## config.mk

```make
export PLATFORM = sky130hd
export DESIGN_NAME = front_back_deque
export DESIGN_NICKNAME = d
export VERILOG_FILES = /design/src/hdl/fbd_pkg.sv /design/src/hdl/fbd_ram.sv /design/src/hdl/front_back_deque.sv
export SDC_FILE = /design/constraint.sdc
export NUM_CORES = 1
export LEC_CHECK = 0
export BUFFER_PORTS_ARGS = -buffer_cell sky130_fd_sc_hd__buf_2
export CAP_MARGIN = 20
export CORE_MARGIN = 4
export CORE_UTILIZATION = 30
export DETAILED_ROUTE_END_ITERATION = 8
export PLACE_DENSITY = 0.43
export SYNTH_ARGS = -nofsm -noshare
export SYNTH_HDL_FRONTEND = slang
export SYNTH_SLANG_ARGS = --single-unit
```

## constraint.sdc

```tcl
create_clock -name clk -period 4.6 [get_ports clk]
set_clock_uncertainty 0.05 [all_clocks]
set_input_delay 0.46 -clock clk [delete_from_list [all_inputs] [get_ports clk]]
set_output_delay 0.46 -clock clk [all_outputs]
set_load 0.005 [all_outputs]
```

## src/hdl/fbd_pkg.sv

```systemverilog
// ----------------------------------------------------------------------------
// fbd_pkg: shared types and constants of the front/back deque
// Command codes and the data width of one stored entry.
// ----------------------------------------------------------------------------
package fbd_pkg;

    localparam int DATA_W = 32;
    localparam int CMD_W  = 2;

    typedef logic [CMD_W-1:0]         cmd_t;
    typedef logic signed [DATA_W-1:0] data_t;

    // Command codes; the spare code lists the contents unchanged.
    localparam cmd_t CMD_POP_FRONT  = 2'd0;
    localparam cmd_t CMD_ENQ_BACK   = 2'd1;
    localparam cmd_t CMD_PUSH_FRONT = 2'd2;
    localparam cmd_t CMD_NOP        = 2'd3;

endpackage

```

## src/hdl/fbd_ram.sv

```systemverilog
// ----------------------------------------------------------------------------
// fbd_ram: generic single-write, single-read synchronous RAM
// Registered read; the read data holds while no read is enabled.
// ----------------------------------------------------------------------------
module fbd_ram #(
    parameter int WIDTH = 32,
    parameter int DEPTH = 32
) (
    input  logic                     clk,
    input  logic                     wr_en,
    input  logic [$clog2(DEPTH)-1:0] wr_addr,
    input  logic [WIDTH-1:0]         wr_data,
    input  logic                     rd_en,
    input  logic [$clog2(DEPTH)-1:0] rd_addr,
    output logic [WIDTH-1:0]         rd_data
);

    logic [WIDTH-1:0] mem [DEPTH];

    always_ff @(posedge clk)
    begin
        if (wr_en)
        begin
            mem[wr_addr] <= wr_data;
        end
        if (rd_en)
        begin
            rd_data <= mem[rd_addr];
        end
    end

endmodule

```

## src/hdl/front_back_deque.sv

```systemverilog
// ----------------------------------------------------------------------------
// front_back_deque: bounded double-ended queue of signed 32-bit values
// Ring store in a synchronous RAM with front pointer and entry count.
// ----------------------------------------------------------------------------
// Usage:
//   Input channel (in_valid/in_ready, command, value) takes one command per
//   transfer: pop front, enqueue at back, push at front, or no operation;
//   the store is updated in the transfer cycle itself.
//   Output channel (out_valid/out_ready) then lists the whole contents front
//   to back, one transfer per entry, last_mark on the final one. An empty
//   deque gives one transfer with empty_mark and last_mark set and a zero
//   entry_value. An insert into a full store is dropped and dropped_mark is
//   set on every transfer of that listing.
//   Rate: the single RAM read port walks the ring one entry per cycle while
//   the receiver keeps up; a listing has max(1, N) transfers, N being the
//   entry count after the command (at most DEPTH = 32).
//   After a command transfer the walk starts (list_active), then its first
//   step reads the RAM into the output register and raises out_valid.
//   in_ready is high whenever no listing is still being issued; the last
//   result may still wait in the output register while a new command is taken.
//   A stalled receiver freezes the walk: the RAM read data is the output
//   register and holds until taken.
//   Reset empties the deque (front pointer and count to zero); the RAM
//   contents are not cleared, since only written entries are ever listed.
// ----------------------------------------------------------------------------
module front_back_deque #(
    parameter int DEPTH = 32
) (
    input  logic                clk,
    input  logic                rst_n,
    input  logic                in_valid,
    output logic                in_ready,
    input  fbd_pkg::cmd_t       command,
    input  fbd_pkg::data_t      value,
    output logic                out_valid,
    input  logic                out_ready,
    output fbd_pkg::data_t      entry_value,
    output logic                empty_mark,
    output logic                last_mark,
    output logic                dropped_mark
);

    localparam int IDX_W = $clog2(DEPTH);
    localparam int CNT_W = $clog2(DEPTH + 1);
    localparam int SUM_W = CNT_W + 1;

    localparam logic [IDX_W-1:0] IDX_LAST = IDX_W'(DEPTH - 1);
    localparam logic [CNT_W-1:0] CNT_FULL = CNT_W'(DEPTH);
    localparam logic [SUM_W-1:0] SUM_DEPTH = SUM_W'(DEPTH);

    // Deque state
    logic [IDX_W-1:0] front_reg, front_next;
    logic [CNT_W-1:0] count_reg, count_next;

    // Listing walk
    logic             list_active_reg, list_active_next;
    logic [IDX_W-1:0] rd_ptr_reg, rd_ptr_next;
    logic [CNT_W-1:0] rem_reg, rem_next;
    // Drop flag of the command being listed, copied into each result
    logic             drop_cmd_reg, drop_cmd_next;

    // Output register flags (data comes from the RAM read register)
    logic             out_valid_reg, out_valid_next;
    logic             empty_reg, empty_next;
    logic             last_reg, last_next;
    logic             drop_reg, drop_next;

    logic             accept;
    logic             issue;
    logic             is_full;
    logic             is_empty;
    logic [IDX_W-1:0] front_inc;
    logic [IDX_W-1:0] front_dec;
    logic [IDX_W-1:0] rd_ptr_inc;
    logic [SUM_W-1:0] back_sum;
    logic [IDX_W-1:0] back_idx;

    logic                     ram_wr_en;
    logic [IDX_W-1:0]         ram_wr_addr;
    logic                     ram_rd_en;
    logic [fbd_pkg::DATA_W-1:0] ram_rd_data;

    assign in_ready = !list_active_reg;
    assign accept   = in_valid && in_ready;
    // Issue the next listing step when the output register is free or drains
    assign issue    = list_active_reg && (!out_valid_reg || out_ready);

    assign is_full  = (count_reg == CNT_FULL);
    assign is_empty = (count_reg == '0);

    assign front_inc  = (front_reg == IDX_LAST) ? '0 : front_reg + 1'b1;
    assign front_dec  = (front_reg == '0) ? IDX_LAST : front_reg - 1'b1;
    assign rd_ptr_inc = (rd_ptr_reg == IDX_LAST) ? '0 : rd_ptr_reg + 1'b1;

    // Back slot: front + count, wrapped once (both below DEPTH when not full)
    assign back_sum = SUM_W'(front_reg) + SUM_W'(count_reg);
    assign back_idx = (back_sum >= SUM_DEPTH) ? IDX_W'(back_sum - SUM_DEPTH)
                                              : IDX_W'(back_sum);

    always_comb
    begin
        front_next       = front_reg;
        count_next       = count_reg;
        list_active_next = list_active_reg;
        rd_ptr_next      = rd_ptr_reg;
        rem_next         = rem_reg;
        drop_cmd_next    = drop_cmd_reg;
        out_valid_next   = out_valid_reg;
        empty_next       = empty_reg;
        last_next        = last_reg;
        drop_next        = drop_reg;
        ram_wr_en        = 1'b0;
        ram_wr_addr      = back_idx;
        ram_rd_en        = 1'b0;

        // Drop the result once the receiver takes it
        if (out_valid_reg && out_ready)
        begin
            out_valid_next = 1'b0;
        end

        if (accept)
        begin
            drop_cmd_next = 1'b0;
            unique case (command)
                fbd_pkg::CMD_POP_FRONT:
                begin
                    if (!is_empty)
                    begin
                        front_next = front_inc;
                        count_next = count_reg - 1'b1;
                    end
                end
                fbd_pkg::CMD_ENQ_BACK:
                begin
                    if (is_full)
                    begin
                        drop_cmd_next = 1'b1;
                    end
                    else
                    begin
                        ram_wr_en   = 1'b1;
                        ram_wr_addr = back_idx;
                        count_next  = count_reg + 1'b1;
                    end
                end
                fbd_pkg::CMD_PUSH_FRONT:
                begin
                    if (is_full)
                    begin
                        drop_cmd_next = 1'b1;
                    end
                    else
                    begin
                        ram_wr_en   = 1'b1;
                        ram_wr_addr = front_dec;
                        front_next  = front_dec;
                        count_next  = count_reg + 1'b1;
                    end
                end
                fbd_pkg::CMD_NOP:
                begin
                    // hold the contents; listing only
                end
                default:
                begin
                end
            endcase
            // Start the walk at the updated front
            list_active_next = 1'b1;
            rd_ptr_next      = front_next;
            rem_next         = count_next;
        end
        else if (issue)
        begin
            out_valid_next = 1'b1;
            drop_next      = drop_cmd_reg;
            if (rem_reg == '0)
            begin
                // Empty deque: single marked result
                empty_next       = 1'b1;
                last_next        = 1'b1;
                list_active_next = 1'b0;
            end
            else
            begin
                ram_rd_en   = 1'b1;
                empty_next  = 1'b0;
                last_next   = (rem_reg == CNT_W'(1));
                rd_ptr_next = rd_ptr_inc;
                rem_next    = rem_reg - 1'b1;
                if (rem_reg == CNT_W'(1))
                begin
                    list_active_next = 1'b0;
                end
            end
        end
    end

    always_ff @(posedge clk or negedge rst_n)
    begin
        if (!rst_n)
        begin
            front_reg       <= '0;
            count_reg       <= '0;
            list_active_reg <= 1'b0;
            rd_ptr_reg      <= '0;
            rem_reg         <= '0;
            drop_cmd_reg    <= 1'b0;
            out_valid_reg   <= 1'b0;
            empty_reg       <= 1'b0;
            last_reg        <= 1'b0;
            drop_reg        <= 1'b0;
        end
        else
        begin
            front_reg       <= front_next;
            count_reg       <= count_next;
            list_active_reg <= list_active_next;
            rd_ptr_reg      <= rd_ptr_next;
            rem_reg         <= rem_next;
            drop_cmd_reg    <= drop_cmd_next;
            out_valid_reg   <= out_valid_next;
            empty_reg       <= empty_next;
            last_reg        <= last_next;
            drop_reg        <= drop_next;
        end
    end

    fbd_ram #(
        .WIDTH (fbd_pkg::DATA_W),
        .DEPTH (DEPTH)
    ) u_ring (
        .clk     (clk),
        .wr_en   (ram_wr_en),
        .wr_addr (ram_wr_addr),
        .wr_data (value),
        .rd_en   (ram_rd_en),
        .rd_addr (rd_ptr_reg),
        .rd_data (ram_rd_data)
    );

    assign out_valid    = out_valid_reg;
    assign entry_value  = empty_reg ? '0 : fbd_pkg::data_t'(ram_rd_data);
    assign empty_mark   = empty_reg;
    assign last_mark    = last_reg;
    assign dropped_mark = drop_reg;

`ifndef SYNTH
    // Count never exceeds the ring depth
    a_count_bound: assert property (@(posedge clk) disable iff (!rst_n)
        count_reg <= CNT_FULL)
        else $error("entry count above depth");

    // Front pointer stays inside the ring
    a_front_bound: assert property (@(posedge clk) disable iff (!rst_n)
        front_reg <= IDX_LAST)
        else $error("front pointer out of range");

    // An empty listing is always a single, final result
    a_empty_last: assert property (@(posedge clk) disable iff (!rst_n)
        out_valid_reg && empty_reg |-> last_reg)
        else $error("empty result not marked last");

    // A command transfer starts a listing walk
    a_walk_start: assert property (@(posedge clk) disable iff (!rst_n)
        accept |=> list_active_reg && rem_reg == $past(count_next))
        else $error("listing not started after command");
`endif

endmodule

```

== Word-level counts from Yosys, hierarchy flattened ==
Memory sizes are Yosys's and may differ from the RTL's. A register that Yosys moved wholly into a read port is not among the register bits.
Index checks and enable logic that the tools add are counted.

* Logic and storage cells: 83
* Output and inout port bits: 37
* Input port bits: 38
* Memory bits (writable): 1,024
* Register bits: 28
* Memories kept: 1

* Bitwise gates (word level): 1
* Mux-type cells: 39
* Equality and inequality tests: 7
* Add/subtract/negate cells: 8
* Order comparisons: 1
* Reduce and logical (&&, ||, !) cells: 16

{| class="wikitable"
|+ Memory list
! memory !! words !! bits a word !! rd ports !! clocked after Yosys merged registers in !! write ports !! RTL line !! text
|-
| u_ring.mem || 32 || 32 || 1 || 1 || 1 || fbd_ram.sv:18 || <nowiki>logic [WIDTH-1:0] mem [DEPTH];</nowiki>
|}

{| class="wikitable"
|+ Operator list
! kind !! count
|-
| 2-to-1 mux 5 bit || 12
|-
| 2-to-1 mux 32 bit || 1
|-
| 2-to-1 mux 6 bit || 5
|-
| 2-to-1 mux 1 bit || 19
|-
| logical NOT 6 bit || 2
|-
| one-hot mux 6 bit (2 select lines) || 1
|-
| subtractor 6 x 1 -> 6 bit (second input constant) || 2
|-
| adder 5 x 1 -> 5 bit (second input constant) || 2
|-
| == test 5 bit (second input constant) || 2
|-
| one-hot mux 5 bit (2 select lines) || 1
|-
| subtractor 5 x 1 -> 5 bit (second input constant) || 2
|-
| adder 5 x 6 -> 7 bit || 1
|-
| >= comparator 7 x 6 -> 1 bit (second input constant) || 1
|-
| adder 6 x 1 -> 6 bit (second input constant) || 1
|-
| == test 6 x 1 -> 1 bit (second input constant) || 1
|-
| == test 6 bit (second input constant) || 1
|-
| AND reduction 2 bit || 3
|-
| logical NOT 5 bit || 1
|-
| logical AND 1 bit || 3
|-
| nonzero test 3 bit || 1
|-
| == test 2 x 1 -> 1 bit (second input constant) || 1
|-
| == test 2 bit (second input constant) || 1
|-
| logical NOT 1 bit || 2
|-
| logical NOT 2 bit || 1
|-
| 5 further kinds || 5
|}

== Logic depth before layout (Yosys ltp) ==
Gate-level depths: netlist of run 1.

* Depth in word-level cells: 6
* Mapped depth: 9
* Mapped depth without buffers: 8

== Cells and area by module ==
From an unflattened synthesis of run 1, not the netlist that was laid out.

* Cells, all modules: 2,562
* Area, all modules: 43,305.3 um^2

{| class="wikitable"
|+ By module, submodules not included
! module !! times used !! sequential area each (um^2) !! area an instance (um^2) !! cells each
|-
| fbd_ram || 1 || 31,710.4 || 40,811.6 || 2,260
|-
| front_back_deque || 1 || 700.7 || 2,493.6 || 302
|}

== Worst setup path after synthesis of run 1 ==
Ideal clock, no wire load.

* Kind: register to register
* Start: reg front_reg[0]
* End: mem u_ring.mem[30][0] (enable)
* Slack: 0.775 ns
* Setup time: 0.421 ns
* Cell stages (with the launch flop): 8
* Arrival: 3.354 ns
* Buffers on the path: 0
* Path through: dfrtp_1 -> ha_1 -> fa_1 -> a21o_1 -> a21oi_1 -> xor2_1 -> a21oi_1 -> nor2_1

* Word-level cells in the longest chain between the ends: 6

{| class="wikitable"
|+ RTL lines
! what !! RTL line !! text
|-
| start: declaration || front_back_deque.sv:52 || <nowiki>logic [IDX_W-1:0] front_reg, front_next;</nowiki>
|-
| start signal: assignment || front_back_deque.sv:217 || <nowiki>front_reg <= front_next;</nowiki>
|-
| adder 5 x 6 -> 7 bit || front_back_deque.sv:96 || <nowiki>assign back_sum = SUM_W'(front_reg) + SUM_W'(count_reg);</nowiki>
|-
| >= comparator 7 x 6 -> 1 bit / subtractor 5 x 1 -> 5 bit (equally long branches) || front_back_deque.sv:97 || <nowiki>assign back_idx = (back_sum >= SUM_DEPTH) ? IDX_W'(back_sum - SUM_DEPTH)</nowiki>
|-
| 2-to-1 mux 5 bit || front_back_deque.sv:97 ||
|-
| 2-to-1 mux 5 bit || front_back_deque.sv:149 || <nowiki>if (is_full)</nowiki>
|-
| 2-to-1 mux 5 bit || - ||
|-
| 2-to-1 mux 5 bit * || front_back_deque.sv:122 || <nowiki>if (accept)</nowiki>
|-
| end: declaration || fbd_ram.sv:18 ||
|}

Every way passes the cells marked *; elsewhere a longest branch is shown, timed or not.

== Worst setup path after layout of run 1 ==
* Start: reg front_reg[0]
* End: mem u_ring.mem[23][19] (enable)

Same word-level chain as after synthesis.

==> flow_metrics.py, run 1 <==
metrics = {
    "floorplanning": {
        "initial_utilization_pct": 30.2,
        "die_width_um": 386,
        "die_h_um": 386,
        "ios": 75,
        "num_rows": 138,
        "coreArea_mm2": 0.142,
        "die_area_mm2": 0.149,
    },
    "power_and_ir_drop": {
        "p_sw_share_pct": 31.9,
        "p_comb_share_pct": 28.6,
        "clkPwrFrac_pct": 31.6,
        "p_per_area_mw_per_mm2": 590,
        "p_leak_uw": 0.0160,
        "switchingPower_uw": 9420,
        "internal_power_uw": 20100,
        "power.share.sequential_pct": 39.9,
        "ir_drop_mv": 0.329,
    },
    "yosys": {
        "ys.warnings.count": 0,
        "synth_cells": 2288,
        "ys_seq_elements": 1084,
        "seq_area_frac_synth_pct": 75.6,
        "async_flop_share_pct": 2.58,
        "synth-edff-count": 1056,
        "syn_nets": 2345,
        "synthesis.area_mm2": 0.0428,
        "synth_flop_cell": "edfxtp_1",
        "synth_area_per_cell_um2": 18.7,
        "synth_area_leaders": "edfxtp_1, mux4_2, mux2i_1",
        "yosysUniqueCellTypes": 69,
        "netlist.area_leader.share_pct": 74.0,
        "synth_largest_area_cell": "edfxtp_1",
    },
    "setup_path": {
        "worstPathBufferInverterCount": 2,
        "required_ns": 4.95,
        "crit_type": "flop to flop",
        "cp-start-kind": "flop",
        "crit_path_max_incr_delay_ns": 0.63,
        "critical-path-top-delay-family": "adder cells",
        "path_cells": "ha_1 > fa_1 > a21o_1 > a21oi_1 > xor2_1 > a21oi_1 > buf_4 > nor2_4 > buf_4",
        "critPathMaxFanout": 24,
        "endpoint_kind": "flop",
        "critPathArrivalTime_ns": 4.25,
        "cp_slowest_cell": "nor2_4",
    },
    "sta": {
        "setup_tns_ns": 0,
        "finalSetupViolCount": 0,
        "worst_slack_ns": 0.697,
        "slew_viol_final": 0,
        "min_period_ns": 3.90,
        "final-hold-violation-count": 0,
        "tightest_slew_ns": 1.05,
        "maxClockFrequency_mhz": 256,
        "rsz0062_at_grt": "no",
        "timing.final.crit_share_pct": 84.8,
        "relSlewSlack_pct": 29.8,
    },
    "outcome": {
        "status": "completed",
    },
    "detailed_routing": {
        "viasPerCell": 4.94,
        "first_iter_violations": 1833,
        "wl_um": 115000,
        "vias": 21900,
        "route.detailed.drc": 0,
        "drt_first_pass_iters": 5,
        "wl_per_cell_um": 26.0,
        "ant_nets": 0,
    },
    "cells_and_area": {
        "largestRegisters": "u_ring.mem (1024), u_ring.rd_data (32)",
        "top_register": "u_ring.mem",
        "multi_input_area_mm2": 0.0101,
        "drive_gt1_share_pct": 20.8,
        "finish.instance_area_mm2": 0.0500,
        "largest_reg_flops": 1024,
        "nNetsFinal": 2505,
        "fillers": 13200,
        "syn_to_final_growth_pct": 16.7,
        "post-route-util_pct": 35.3,
        "seq_area_mm2": 0.0324,
    },
    "placed_design": {
        "place_congestion": 0.779,
        "dp_slack_ns": 0.751,
        "placed_area_mm2": 0.0461,
        "numPortBuffers": 74,
        "hpwl_um": 72600,
    },
    "clock_tree": {
        "clockBufferDepth": 3,
        "numCtsBuffers": 116,
        "cts_tree": "done",
        "clock_sinks": 1084,
        "post_cts_buffers": 0,
        "clock_latency_ns": 0.70,
        "cts.clk_slew.worst_paths_ns": 0.06,
        "cts_root_buffer": "clkbuf_16",
        "post_cts_resized": 0,
        "h-tree-depth": 3,
    },
    "global_routing": {
        "grt_max_degree": 53,
        "grt_use_total_pct": 15.4,
        "grt_pass1_wl_um": 166000,
        "grt_antenna_before_repair": 3,
        "grt_overflow": 0,
        "grt_pass1_vias": 22400,
    },
    "min_path": {
        "min_path_type": "input port to flop",
    },
    "job": {
        "drv_cap": 0,
    },
}
## worst min-delay path: cells and delay by family
kind | cells | cell delay, ns
and+or+nand+nor | 2 | 0.34
buffers and inverters | 1 | 0.07
## routing by layer
metal	routed length (um)	part of all wire (%)	GRT usage (%)
met5	0	0	0
met4	2160	1.9	3.91
met3	6060	5.3	2.85
met2	53000	46	24.0
met1	54000	47	22.3
## cell type report
cell class              count  share of cell area [%]
inverters                  18                   0.135
repair buffers            169                    2.46
multi-input cells        1059                    20.2
flip-flops and latches   1084                    64.9
clock buffers             147                    6.25
diodes                      2                  0.0100
clock inverters            63                    1.33
well taps                1890                    4.73
## cell usage after synthesis, types with 8 or more instances
| library cell | number |
|---|---|
| a21oi_1 | 83 |
| a22oi_1 | 133 |
| a31oi_1 | 8 |
| buf_2 | 48 |
| clkbuf_1 | 69 |
| dfrtp_1 | 28 |
| edfxtp_1 | 1056 |
| ha_1 | 18 |
| inv_1 | 17 |
| mux2i_1 | 257 |
| mux4_2 | 128 |
| nand2_1 | 21 |
| nand2b_1 | 8 |
| nand3_1 | 71 |
| nand4_1 | 39 |
| nor2_1 | 59 |
| nor2b_1 | 103 |
| nor3_1 | 9 |
| o21ai_0 | 15 |
| xnor2_1 | 8 |
## layout by cell type (no fill, tap or decap), types with 15 or more instances in the layout
master,count
edfxtp_1,1056
mux2i_1,257
a22oi_1,133
mux4_2,128
clkbuf_16,120
nor2b_1,100
a21oi_1,83
buf_4,82
buf_2,74
nand3_1,71
nand4_1,39
nor2_4,36
dfrtp_1,25
nor2_1,24
clkinv_1,24
clkbuf_1,24
nand2_1,21
ha_1,18
inv_1,17
clkinv_2,17
o21ai_0,15
## through the flow
step / power (uW) / hold WS [ns] / std cells
floorplan: 16900 / 0.114 / 2288
global placement: 20500 / 0.424 / 4213
detailed placement: 20500 / 0.412 / 4215
CTS: 29900 / 0.0995 / 4427
global route: 30900 / 0.158 / 4430
finish: 29500 / 0.163 / 4432
## power by group through the flow
stage | Clock, uW | Sequential (uW) | Combinational, uW
after CTS | 9590 | 11800 | 8570
after detailed placement | 0 | 12000 | 8530
after global routing | 9980 | 11800 | 9050
after global placement | 0 | 12000 | 8500
after floorplan | 0 | 11600 | 5340
final | 9310 | 11800 | 8420
## cells by family after synthesis
kind of cell	Yosys count	synth area share, %
xor gates and xnor gates	10	0.204
adders and majority gates	19	0.572
muxes	389	12.8
DFF	1084	75.6
buffers and inverters	145	1.44
AOI/OAI and AO/OA	296	4.85
and+or+nand+nor	345	4.45
## path summary, 6_finish.rpt
kind / start / end / slack [ns] / cells past startpoint
worst max register to register: front_reg[0] / u_ring.mem[23][19] / 0.70 / 9
worst min register to register: last_mark / last_mark / 0.43 / 1
worst min-delay path: out_ready / out_valid / 0.16 / 3
worst max-delay path: front_reg[0] / u_ring.mem[23][19] / 0.70 / 9
max in group asynchronous: rst_n / rd_ptr_reg[1] / 3.70 / 2
min in group asynchronous: rst_n / out_valid / 0.28 / 2
## timing repair
item / 4_1_cts / 5_1_grt
hold buffers: 2 / 0
setup endpoints to repair: 0 / 0
endpoints found under the hold margin: 29 / 0
(Power assumes the default switching activity.)
==> inputs of run 2 (changes only) <==
--- a/config.mk
+++ b/config.mk
@@ -5,12 +5,13 @@
 export SDC_FILE = /design/constraint.sdc
 export NUM_CORES = 1
 export LEC_CHECK = 0
+export ABC_AREA = 1
 export BUFFER_PORTS_ARGS = -buffer_cell sky130_fd_sc_hd__buf_2
 export CAP_MARGIN = 20
 export CORE_MARGIN = 4
 export CORE_UTILIZATION = 30
 export DETAILED_ROUTE_END_ITERATION = 8
-export PLACE_DENSITY = 0.43
+export PLACE_DENSITY = 0.45
 export SYNTH_ARGS = -nofsm -noshare
 export SYNTH_HDL_FRONTEND = slang
 export SYNTH_SLANG_ARGS = --single-unit
==> constraint.sdc (replaced) <==
create_clock -name clk -period 3.35 [get_ports clk]
set_clock_uncertainty 0.05 [all_clocks]
set_input_delay 0.335 -clock clk [delete_from_list [all_inputs] [get_ports clk]]
set_output_delay 0.335 -clock clk [all_outputs]
set_load 0.005 [all_outputs]
==> run 2 against run 1 <==
  * Total power increased by 46%
  * Routed wire length is 14% higher
  * Area after synthesis up 3.0%
  * Die area grew 2.9%
  * Non-clock buffer count increased by 50
  * Largest cell class unchanged
==> flow_metrics.py, run 2 <==
metrics = {
    "cells_and_area": {
        "seq_area_mm2": 0.0324,
        "final_cell_mix": "edfxtp_1, nor2_1, nand2_1",
        "fillers": 14200,
        "post-route-util_pct": 35.2,
        "largest_reg_flops": 1024,
        "final_common_cell": "edfxtp_1",
        "syn_to_final_growth_pct": 16.3,
        "nNetsFinal": 3764,
        "drive_gt1_share_pct": 11.7,
        "final_cells": 5720,
        "multi_input_area_mm2": 0.0103,
        "top_register": "u_ring.mem",
        "largestRegisters": "u_ring.mem (1024), u_ring.rd_data (32)",
    },
    "sta": {
        "setup_tns_ns": 0,
        "min_period_ns": 2.98,
        "final-hold-violation-count": 0,
        "timing.final.crit_share_pct": 88.8,
        "finalSetupViolCount": 0,
        "hold_ws_ns": 0.115,
        "worst_slack_ns": 0.375,
        "maxClockFrequency_mhz": 336,
        "tightest_slew_ns": 0.929,
        "slew_viol_final": 0,
        "relSlewSlack_pct": 38.1,
        "rsz0062_at_grt": "no",
    },
    "detailed_routing": {
        "route.detailed.drc": 0,
        "ant_nets": 0,
        "wl_um": 131000,
        "wl_per_cell_um": 22.9,
        "vias": 28000,
        "viasPerCell": 4.90,
        "first_iter_violations": 2505,
        "drt_first_pass_iters": 7,
    },
    "clock_tree": {
        "post_cts_buffers": 0,
        "clockBufferDepth": 3,
        "cts_tree": "done",
        "clock_sinks": 1084,
        "numCtsBuffers": 116,
        "h-tree-depth": 3,
        "cts.clk_slew.worst_paths_ns": 0.06,
        "clock_latency_ns": 0.77,
        "cts_root_buffer": "clkbuf_16",
    },
    "yosys": {
        "seq_area_frac_synth_pct": 73.5,
        "async_flop_share_pct": 2.58,
        "synth_area_per_cell_um2": 12.3,
        "synth-edff-count": 1056,
        "synthTopCellsByCount": "edfxtp_1, nor2_1, nand2_1",
        "synth_most_common_cell": "edfxtp_1",
        "netlist.area_leader.share_pct": 71.9,
        "ys.warnings.count": 0,
        "synth_cells": 3593,
        "synthesis.area_mm2": 0.0441,
        "synth_flop_cell": "edfxtp_1",
        "ys_seq_elements": 1084,
        "synth_largest_area_cell": "edfxtp_1",
        "synth_area_leaders": "edfxtp_1, nor2_1, o21ai_0",
        "yosysUniqueCellTypes": 36,
        "syn_nets": 3650,
    },
    "floorplanning": {
        "die_h_um": 392,
        "num_rows": 140,
        "coreArea_mm2": 0.146,
        "die_width_um": 392,
        "ios": 75,
        "die_area_mm2": 0.153,
        "initial_utilization_pct": 30.2,
    },
    "setup_path": {
        "critPathArrivalTime_ns": 3.32,
        "worstPathBufferInverterCount": 3,
        "critPathMaxFanout": 30,
        "cp-start-kind": "flop",
        "critical-path-top-delay-family": "simple AND/OR/NAND/NOR gates",
        "crit_path_max_incr_delay_ns": 0.43,
        "path_cells": "inv_1 > ha_1 > inv_1 > nor2_4 > nand3_2 > nand2_2 > nand3_1 > nand2_1 > nand3_1 > nor2_4 > buf_12",
        "endpoint_kind": "flop",
        "required_ns": 3.69,
        "cp_slowest_cell": "dfrtp_1",
        "crit_type": "flop to flop",
    },
    "power_and_ir_drop": {
        "p_sw_share_pct": 38.1,
        "clkPwrFrac_pct": 28.5,
        "internal_power_uw": 26600,
        "p_per_area_mw_per_mm2": 836,
        "p_comb_share_pct": 34.9,
        "ir_drop_mv": 0.827,
        "switchingPower_uw": 16400,
        "power.share.sequential_pct": 36.7,
        "p_leak_uw": 0.0173,
    },
    "global_routing": {
        "grt_pass1_wl_um": 191000,
        "grt_pass1_vias": 27500,
        "grt_antenna_before_repair": 9,
        "grt_overflow": 0,
        "grt_use_total_pct": 16.9,
        "grt_max_degree": 160,
    },
    "placed_design": {
        "hpwl_um": 78100,
        "placedCellCount": 5503,
        "place_congestion": 0.762,
        "dp_slack_ns": 0.395,
        "numPortBuffers": 74,
    },
    "min_path": {
        "min_path_type": "input port to flop",
    },
    "outcome": {
        "status": "completed",
    },
    "job": {
        "drv_cap": 0,
    },
}
## run 2: cell types whose count changed after synthesis, moves of 67 or more
cell | previous run | this run
nor2_1 | 59 | 646
o22ai_1 | 3 | 70
mux2i_1 | 257 | 0
mux4_2 | 128 | 0
o21ai_0 | 15 | 397
o21ai_1 | 0 | 82
nand2_1 | 21 | 420
inv_1 | 17 | 138
o211ai_1 | 5 | 129
nand3_1 | 71 | 235
a22oi_1 | 133 | 0
nor2b_1 | 103 | 0
## run 2: path summary, 6_finish.rpt
check / startpoint / end / slack [ns] / depth (start not counted)
min in group asynchronous: rst_n / rem_reg[2] / 0.20 / 2
min: value[30] / u_ring.mem[24][30] / 0.12 / 1
max: count_reg[0] / u_ring.mem[13][12] / 0.37 / 11
min reg2reg: dropped_mark / dropped_mark / 0.43 / 2
max in group asynchronous: rst_n / rd_ptr_reg[2] / 2.49 / 2
max reg2reg: count_reg[0] / u_ring.mem[13][12] / 0.37 / 11
## run 2: power groups by stage
stage | registers [uW] | logic (uW) | clock network (uW)
floorplan | 15800 | 9040 | 0
finish | 15700 | 15000 | 12200
global placement | 16000 | 15200 | 0
CTS | 15700 | 15200 | 12500
detailed placement | 16000 | 15100 | 0
global route | 15800 | 16700 | 13100
## run 2: metrics by stage
stage          cell area [um^2]  total power [uW]
2_1_floorplan             44100             24800
3_3_place_gp              47700             31200
3_5_place_dp              47700             31100
4_1_cts                   51300             43400
5_1_grt                   51300             45500
6_report                  51300             42900
## run 2: cell families (layout without fill, tap and decap cells)
kind of cell	count (synthesis)	after routing	synth area share [%]
AOI/OAI and AO/OA	762	762	9.60
xor gates and xnor gates	9	9	0.179
adders and majority gates	19	19	0.556
buffers and inverters	365	572	3.68
DFF	1084	1084	73.5
other	0	3	0
and+or+nand+nor	1354	1354	12.5
## run 2: per-layer routing
| metal | wire [um] | GRT usage [%] |
|---|---|---|
| met5 | 13 | 0 |
| met4 | 2650 | 4.23 |
| met3 | 7320 | 2.93 |
| met2 | 58900 | 26.1 |
| met1 | 61900 | 24.7 |
## run 2: final cells by class
cell class,instances,area share (%)
antenna,3,0.0146
clock buffer,151,5.95
clock inverter,60,0.960
inverter,142,1.07
multi-input combinational,2144,20.1
sequential,1084,63.2
tap,1917,4.67
timing repair buffer,219,4.03
## run 2: what timing repair did
action                                  CTS  global route
endpoints found under the hold margin    31             0
hold buffers                              3             0
gates resized for setup                   0             0
endpoints found under the setup margin    0             0
